[config.mk]
export PLATFORM = sky130hd
export DESIGN_NAME = rab_merge
export DESIGN_NICKNAME = d
export VERILOG_FILES = /design/src/hdl/ray_aabb_slab_intersection_defines.svh /design/src/hdl/rab_pkg.sv /design/src/hdl/rab_merge.sv
export SDC_FILE = /design/constraint.sdc
export NUM_CORES = 1
export LEC_CHECK = 0
export ABC_AREA = 1
export BUFFER_PORTS_ARGS = -buffer_cell sky130_fd_sc_hd__buf_2
export CAP_MARGIN = 10
export CORE_MARGIN = 5
export CORE_UTILIZATION = 53
export CTS_BUF_LIST = sky130_fd_sc_hd__clkbuf_2
export CTS_CLUSTER_DIAMETER = 30
export CTS_CLUSTER_SIZE = 28
export DETAILED_ROUTE_END_ITERATION = 8
export PLACE_DENSITY = 0.79
export SLEW_MARGIN = 10
export SYNTH_ARGS = -nofsm -noshare
export SYNTH_HDL_FRONTEND = slang
export SYNTH_SLANG_ARGS = --single-unit
[constraint.sdc]
create_clock -name clk -period 13.9 [get_ports clk]
set_input_delay 2.78 -clock clk [delete_from_list [all_inputs] [get_ports clk]]
set_output_delay 2.78 -clock clk [all_outputs]
set_load 0.01 [all_outputs]
[src/hdl/ray_aabb_slab_intersection_defines.svh]
// ----------------------------------------------------------------------------
// Assertion macros for the ray/box slab test block
// Shared helpers so that every check is written the same way.
// ----------------------------------------------------------------------------
`ifndef RAY_AABB_SLAB_INTERSECTION_DEFINES_SVH
`define RAY_AABB_SLAB_INTERSECTION_DEFINES_SVH

// Check a property on every rising edge of clk outside reset.
`define RAB_ASSERT(lbl, prop, msg) \
  lbl: assert property (@(posedge clk) disable iff (!rst_n) (prop)) else $error(msg);

// Check that a condition implies a consequence in the same cycle.
`define RAB_ASSERT_IMP(lbl, ante, cons, msg) \
  lbl: assert property (@(posedge clk) disable iff (!rst_n) (ante) |-> (cons)) else $error(msg);

`endif

[src/hdl/rab_pkg.sv]
`timescale 1ns / 1ps
// ----------------------------------------------------------------------------
// rab_pkg
// Types, constants and helpers shared by the ray/box slab test modules.
// ----------------------------------------------------------------------------
package rab_pkg;

  localparam int AXES = 3;

  localparam logic signed [31:0] S32_MAX = 32'sh7fff_ffff;
  localparam logic signed [31:0] S32_MIN = 32'sh8000_0000;

  // register word indexes
  localparam logic REG_EPS = 1'b0;

  // entry face codes
  localparam logic [2:0] FACE_NONE  = 3'd0;
  localparam logic [2:0] FACE_NEG_X = 3'd1;
  localparam logic [2:0] FACE_POS_X = 3'd2;
  localparam logic [2:0] FACE_NEG_Y = 3'd3;
  localparam logic [2:0] FACE_POS_Y = 3'd4;
  localparam logic [2:0] FACE_NEG_Z = 3'd5;
  localparam logic [2:0] FACE_POS_Z = 3'd6;

  localparam logic [1:0] AXIS_X = 2'd0;
  localparam logic [1:0] AXIS_Y = 2'd1;
  localparam logic [1:0] AXIS_Z = 2'd2;

  typedef struct packed {
    logic               active;   // axis constrains the ray
    logic               miss;     // parallel and origin outside the slab
    logic               swapped;  // upper corner entered first
    logic signed [31:0] t_in;
    logic signed [31:0] t_out;
  } lane_res_t;

  typedef struct packed {
    logic        hit;
    logic [30:0] tnear;
    logic [2:0]  face;
  } merge_res_t;

  function automatic logic signed [31:0] sat64_to32(input logic signed [63:0] v);
    logic signed [31:0] r;
    if (v > 64'(S32_MAX)) begin
      r = S32_MAX;
    end else if (v < 64'(S32_MIN)) begin
      r = S32_MIN;
    end else begin
      r = v[31:0];
    end
    return r;
  endfunction

  function automatic logic [2:0] face_of(input logic [1:0] axis, input logic swapped);
    logic [2:0] f;
    unique case (axis)
      AXIS_X:  f = swapped ? FACE_POS_X : FACE_NEG_X;
      AXIS_Y:  f = swapped ? FACE_POS_Y : FACE_NEG_Y;
      AXIS_Z:  f = swapped ? FACE_POS_Z : FACE_NEG_Z;
      default: f = FACE_NONE;
    endcase
    return f;
  endfunction

endpackage

[src/hdl/rab_merge.sv]
`timescale 1ns / 1ps
// ----------------------------------------------------------------------------
// rab_merge
// Combine the three lanes into entry distance, entry face and hit.
// ----------------------------------------------------------------------------
module rab_merge (
  input  logic                clk,
  input  logic                en,
  input  rab_pkg::lane_res_t  lanes [rab_pkg::AXES],
  output rab_pkg::merge_res_t res
);
  import rab_pkg::*;

  merge_res_t res_nxt;

  always_comb begin
    logic signed [31:0] tn;
    logic signed [31:0] tf;
    logic [2:0]         fc;
    logic               h;
    tn = '0;
    tf = S32_MAX;
    fc = FACE_NONE;
    h  = 1'b1;
    // earlier axes win ties: update only on a strictly larger entry
    for (int a = 0; a < AXES; a++) begin
      if (lanes[a].active) begin
        if (lanes[a].t_in > tn) begin
          tn = lanes[a].t_in;
          fc = face_of(2'(a), lanes[a].swapped);
        end
        if (lanes[a].t_out < tf) begin
          tf = lanes[a].t_out;
        end
        if (tn > tf) begin
          h = 1'b0;
        end
      end else if (lanes[a].miss) begin
        h = 1'b0;
      end
    end
    res_nxt.hit   = h;
    res_nxt.tnear = tn[30:0];
    res_nxt.face  = fc;
  end

  always_ff @(posedge clk) begin
    if (en) begin
      res <= res_nxt;
    end
  end

endmodule

Word-level counts from Yosys, hierarchy flattened. Cells that the tools add are included.

Multiplexer cells: 35. $lt $le $gt $ge: 9.

Operator list (number): 32-bit 2-to-1 mux (16); 32-bit > comparator (5); 32-bit less-than comparator (2); 32-bit by 1-bit > comparator with 1-bit output (second input constant) (1); 32-bit less-than comparator (second input constant) (1); 31-bit 2-to-1 mux (1); 3-bit 2-to-1 mux (5); 1-bit 2-to-1 mux (9); 2-bit 2-to-1 mux (4).

Output and inout bits: 35. Word-level logic and storage cells: 47. Register bits after elaboration: 35. Bits of input ports: 203.

Longest topological paths before layout. Gate-level depths: netlist (run 1).

Depth in word-level cells: 14. Depth in mapped cells: 57. Gate-level depth less buffers: 54.

Least setup slack after synthesis (run 1). No wires, ideal clock.

Kind: input to register. From: input port lanes[180] (netlist name). To: register res[34] (netlist name) (data pin). Required time: 13.640 ns. Arrival: 8.948 ns. Slack: 4.692 ns. Stages on the path: 54. Path through: nor4_1 > nand3_1 > nor3_1 > nand3_1 > nand2_1 > nor2_1 > inv_1 > clkbuf_1 > nor2_1 > inv_1 > ha_1 > a21oi_1 > o21ai_1 > nand2_1 > nand3_1 > a21oi_1 > nand2_1 > nand2_1 > [18 not listed] > inv_2 > nand2_2 > buf_2 > nand2_1 > o21ai_1 > ha_1 > a21oi_1 > o21ai_0 > a21oi_1 > nor2_1 > o21ai_0 > a21oi_1 > a211oi_1 > o21ai_0 > o21ai_0 > nand3_1 > o211ai_1 > a21oi_1.

RTL lines: start, declared (line rab_merge.sv:9) `input rab_pkg::lane_res_t lanes [rab_pkg::AXES],`; end signal, assigned (line rab_merge.sv:49) `res <= res_nxt;`; end, declared (line rab_merge.sv:10) `output rab_pkg::merge_res_t res`.

==> summary.txt, run 1 <==
Synthesis
  • Synthesized net count: 2080
  • Syn Inst Count: 1656
  • Yosys cell types: 39
  • Primary FF master, synth: edfxtp_1
  • Cell Area, Synth: 9910 sq um
  • Synth Warn #: 0
  • Async SR Flop Fraction: 0%
  • EDFF count, synth: 35
  • Flops & latches, synth: 35
  • Avg Inst Size Synth: 5.98 sq um
  • Seq/Total Area, Yosys: 10.6%

Critical path
  • Crit-path max FO: 57
  • Setup crit end: res[34]$_DFFE_PP_
  • Max incr delay on CP: 0.77 ns
  • Critical path launch point: lanes[190]
  • Critical path class: input port to flip-flop
  • Setup crit start kind: input port
  • Slowest-stage cell, CP: inv_1
  • Critical Path RT: 14.10 ns
  • Arr. time, crit path: 12.27 ns
  • Critical path capture point type: flip-flop

Final layout
  • Final core utilization: 60.2%
  • Area taken by flip-flops and latches: 1050 sq um
  • Number of flip-flops under the largest register name: 35
  • Top flop regs: res x35
  • Most frequent cells in the layout: 468 x nand2_1, 253 x inv_1, 237 x buf_2
  • Commonest non-fill, non-tap cell in the layout: nand2_1
  • Post-route cell area: 11200 sq um
  • Share of layout cells above drive strength 1: 14.5%
  • Register name with the most flops: res
  • Area Growth Syn to Fin: 13.0%
  • Nets: 2271
  • Fillers: 1885
  • Area of the multi-input gates: 7590 sq um

Run status
  • Status: completed

Route
  • 1st-iter DRT viols: 807
  • Wirelength, routed: 32.5 mm
  • Via count: 11312
  • Router iterations before antenna repair: 5
  • Post-route ant nets: 0
  • DRC viols: 0
  • DR vias/cell: 5.43
  • Wire per inst: 15.6 um

Floorplan
  • Core Footprint: 18600 sq um
  • Starting Density: 53.3%
  • Die Area: 21500 sq um
  • Num ports: 238
  • Row cnt: 50
  • Die Y: 147 um
  • Die Wd: 147 um

CTS
  • Clock tree sinks: 35
  • Clock root buffer: clkbuf_2
  • CTS tree: done
  • Clk buf depth: 2
  • Worst-path clk slew: 0.23 ns
  • Postcts setup bufs: 0
  • Hold_buf cts: 0
  • Inserted Clock Buffers: 5
  • H-tree depth: 2
  • Post-cts resize count: 0

STA
  • Fin. max-slew vios: 0
  • Fin Setup TNS: 0 ns
  • Hold WS: 2.70 ns
  • Hold Fails Final Rpt: 0
  • Period Utilization, post-route: 86.9%
  • Final Critical Period: 12.08 ns
  • Fmax: 82.8 MHz
  • Worst Tran Pin Value: 1.03 ns
  • Setup Viol. Count Final: 0
  • Worst slew margin: 31.4%
  • Unrepaired setup endpoints after global routing: no

Power
  • Switching share of power: 52.6%
  • Clock share of power: 6.6%
  • Internal power: 0.000326 W
  • Seq pwr share: 20.0%
  • Sw Pwr: 0.000362 W
  • Comb power frac: 73.4%
  • Max VDD drop: 0.0000288 V
  • P_leak: 6.43 nW
  • Total power: 0.000688 W
  • Power per Cell Area: 61.5 nW/um^2

Global route
  • Largest net degree at the start of global routing: 63
  • First-pass GRT wire length: 50.9 mm
  • Vias in the first global route: 10252
  • Total track usage: 28.9%
  • Antenna violations before repair: 1
  • Grt total ovfl: 0

Place
  • DP HPWL: 28.8 mm
  • Dpl cell area: 11200 sq um
  • Routability-driven placement congestion ratio: 1.01
  • PortBufs: 237

Run
  • Number of max-cap violations: 0

Worst hold path
  • Hold_sp: lanes[40]
  • Worst min path class: input port to flip-flop
-- cells by family after synthesis --
family                   Yosys count  synth area share, %
XOR/XNOR                           2                0.177
flip-flops                        35                 10.6
AND/OR/NAND/NOR                  777                 32.4
other                              2               0.0758
adder cells (fa/ha/maj)          221                 27.9
buffers and inverters            325                 12.8
AO/OA/AOI/OAI                    294                 16.0
-- critical path, delay by kind of cell --
family	cells	cell delay, ns
and+or+nand+nor	19	3.07
AOI/OAI and AO/OA	19	3.31
adders and majority gates	3	0.74
buffers and inverters	8	2.29
-- per-stage QoR --
| stage | worst slack [ns] | instances |
|---|---|---|
| CTS | 1.99 | 2081 |
| global placement | 1.67 | 2074 |
| finish | 1.82 | 2082 |
| detailed placement | 1.52 | 2074 |
| floorplan | 4.69 | 1656 |
| global route | 0.594 | 2082 |
-- final cells by class --
class,instances,area share (%)
Multi-Input combinational cell,1296,67.8
Sequential cell,35,9.39
Inverter,267,8.95
Antenna cell,1,0.0224
Clock buffer,5,0.224
Clock inverter,2,0.0782
Timing Repair Buffer,242,10.9
Tap cell,234,2.62
-- cells in the mapped netlist, drive strengths merged, types with 2 or more instances --
master   count  area share, %
nand2      470             18
inv        264             10
ha         221             28
nor2       164            6.2
o21ai      148            7.5
a21oi      104            5.3
nand3       80            4.1
nand4       37            2.5
edfxtp      35             11
clkbuf      30            1.1
buf         28            1.6
a211oi      11           0.83
nor3        11           0.56
nor4        11           0.91
o211ai       5           0.38
o21bai       5           0.38
o221ai       5           0.44
a21o         4           0.30
a31oi        4           0.25
and2         3           0.19
clkinv       3           0.11
o21a         3           0.23
conb         2          0.076
o2111ai      2           0.18
xnor2        2           0.18
-- worst min-delay path by stage --
stage	slack [ns]	to	cells past startpoint
floorplan	2.89	res[0]$_DFFE_PP_	0
global placement	3.14	res[3]$_DFFE_PP_	3
detailed placement	3.14	res[15]$_DFFE_PP_	3
CTS	2.68	res[11]$_DFFE_PP_	3
global route	2.69	res[11]$_DFFE_PP_	3
finish	2.70	res[11]$_DFFE_PP_	3
-- power groups by stage --
| stage | Combinational [W] | Sequential, W | Clock (W) |
|---|---|---|---|
| after global routing | 0.000577 | 0.000139 | 0.0000485 |
| after global placement | 0.000485 | 0.000140 | 0 |
| after detailed placement | 0.000498 | 0.000141 | 0 |
| after floorplan | 0.000341 | 0.000149 | 0 |
| after CTS | 0.000500 | 0.000138 | 0.0000462 |
| final | 0.000505 | 0.000138 | 0.0000452 |
-- layer usage --
metal  vias to the layer above  share of wire [%]  track usage, %
met5                         -                  0               0
met4                         0                3.4            10.2
met3                        60                8.8            3.21
met2                       532                 42            44.5
met1                      4881                 46            41.9
li1                       5839                  -               -
Note: power is estimated with default switching activity, not from simulation.
==> run 2, diff against run 1 <==
- CORE_MARGIN: 5 -> 2
==> run 2 against run 1 <==
Compared with the run above: maximum frequency shrank 0.26%; critical endpoint unchanged; largest cell class unchanged; routed wire length fell by 4.1%; sequential power hardly changed; sequential share of layout area barely moved; via count shrank 0.46%; utilization grew 0.24 points.
==> summary.txt, run 2 (synthesis results as in run 1) <==
Critical path
  • CP Buf/Inv Count: 7 (was 8)
  • Max incr delay on CP: 0.76 ns (was 0.77 ns)
  • Critical Path RT: 14.07 ns (was 14.10 ns)
  • Critical path capture point type: flip-flop (unchanged)
  • Arr. time, crit path: 12.28 ns (was 12.27 ns)
  • Crit-path max FO: 57 (unchanged)
  • Cell class contributing the biggest share of worst-path delay: compound AO/OA/AOI/OAI gates (unchanged)
  • Setup crit start kind: input port (unchanged)
  • Slowest-stage cell, CP: nand3_2 (was inv_1)
  • Critical path class: input port to flip-flop (unchanged)

Global route
  • Largest net degree at the start of global routing: 63 (unchanged)
  • Vias in the first global route: 9855 (was 10252)
  • Antenna violations before repair: 2 (was 1)
  • Total track usage: 30.1% (was 28.9%)
  • First-pass GRT wire length: 47.8 mm (was 50.9 mm)
  • Grt total ovfl: 0 (unchanged)

STA
  • Unrepaired setup endpoints after global routing: no (unchanged)
  • Worst Tran Pin Value: 1.01 ns (was 1.03 ns)
  • Fin Setup TNS: 0 ns (unchanged)
  • Fmax: 82.6 MHz (was 82.8 MHz)
  • PnR worst setup slack: 1.79 ns (was 1.82 ns)
  • Worst slew margin: 32.8% (was 31.4%)
  • Hold Fails Final Rpt: 0 (unchanged)
  • Fin. max-slew vios: 0 (unchanged)
  • Period Utilization, post-route: 87.1% (was 86.9%)
  • Setup Viol. Count Final: 0 (unchanged)
  • Final Critical Period: 12.11 ns (was 12.08 ns)

Route
  • 1st-iter DRT viols: 781 (was 807)
  • Router iterations before antenna repair: 8 (was 5)
  • DR vias/cell: 5.41 (was 5.43)
  • Via count: 11260 (was 11312)
  • Post-route ant nets: 0 (unchanged)
  • DRC viols: 0 (unchanged)
  • Wire per inst: 14.9 um (was 15.6 um)
  • Wirelength, routed: 31.1 mm (was 32.5 mm)

CTS
  • Worst-path clk slew: 0.20 ns (was 0.23 ns)
  • Clock root buffer: clkbuf_2 (unchanged)
  • H-tree depth: 2 (unchanged)
  • Hold_buf cts: 0 (unchanged)
  • Post-cts resize count: 0 (unchanged)
  • Clock tree sinks: 35 (unchanged)
  • CTS tree: done (unchanged)
  • Inserted Clock Buffers: 5 (unchanged)
  • Clk buf depth: 2 (unchanged)
  • Postcts setup bufs: 0 (unchanged)

Floorplan
  • Row cnt: 50 (unchanged)
  • Starting Density: 53.5% (was 53.3%)
  • Core Footprint: 18500 sq um (was 18600 sq um)
  • Die Wd: 141 um (was 147 um)
  • Die Area: 19800 sq um (was 21500 sq um)
  • Die Y: 141 um (was 147 um)
  • Num ports: 238 (unchanged)

Final layout
  • Share of layout cells above drive strength 1: 14.5% (about the same)
  • Top flop regs: res x35 (unchanged)
  • Most frequent cells in the layout: 468 x nand2_1, 253 x inv_1, 237 x buf_2 (unchanged)
  • Commonest non-fill, non-tap cell in the layout: nand2_1 (unchanged)
  • Post-route cell area: 11200 sq um (about the same)
  • Area Growth Syn to Fin: 13.1% (was 13.0%)
  • Register name with the most flops: res (unchanged)
  • Number of flip-flops under the largest register name: 35 (unchanged)
  • Nets: 2272 (was 2271)
  • Fin cells: 2083 (was 2082)

Place
  • Dpl cell area: 11200 sq um (about the same)
  • Pre-CTS setup slack: 1.59 ns (was 1.52 ns)
  • Placed Cells: 2075 (was 2074)
  • PortBufs: 237 (unchanged)
  • Routability-driven placement congestion ratio: 0.992 (was 1.01)
  • DP HPWL: 27.5 mm (was 28.8 mm)

Run
  • Number of max-cap violations: 0 (unchanged)

Run status
  • Status: completed (unchanged)

Worst hold path
  • Worst min path class: input port to flip-flop (unchanged)

Power
  • Power per Cell Area: 61.0 nW/um^2 (was 61.5 nW/um^2)
  • Total power: 0.000683 W (was 0.000688 W)
  • Max VDD drop: 0.0000270 V (was 0.0000288 V)
  • P_leak: 6.44 nW (was 6.43 nW)
## run 2: changes by cell type in the layout (fill, tap and decap cells not counted)
cell | previous run | this run
buf_4 | 5 | 6
## run 2: report_power, final
group	switching, W	internal, W
sequential	0.00000279	0.000135
clock	0.0000336	0.0000106
combinational	0.000321	0.000180
## run 2: final timing paths
check	startpoint	end	depth (start not counted)
setup / recovery	lanes[191]	res[34]$_DFFE_PP_	50
hold / removal	lanes[39]	res[10]$_DFFE_PP_	3
## run 2: cell type report
| type | count | area [sq um] |
|---|---|---|
| Clock buffer | 5 | 25.0 |
| Fill cell | 1853 | 7320 |
| Tap cell | 234 | 293 |
| Sequential cell | 35 | 1050 |
| Antenna cell | 1 | 2.50 |
| Timing Repair Buffer | 243 | 1230 |
| Clock inverter | 2 | 8.76 |
| Inverter | 267 | 1000 |
| Multi-Input combinational cell | 1296 | 7590 |
## run 2: per-stage QoR
step	hold WS, ns	util [%]
floorplan	2.89	-
global placement	3.14	60.3
detailed placement	3.14	60.3
CTS	2.71	60.5
global route	2.72	60.5
finish	2.73	60.5
## run 2: tightest hold or removal path, delay by kind of cell
kind                   cells  cell delay, ns
buffers and inverters      2            0.13
AO/OA/AOI/OAI              1            0.12
## run 2: per-layer routing
metal	part of all wire [%]	GRT usage [%]	vias to the layer above
met1	47	43.5	4865
li1	-	-	5837
met3	8.6	2.38	61
met4	3.2	10.2	2
met5	0.035	0	-
met2	42	47.3	495
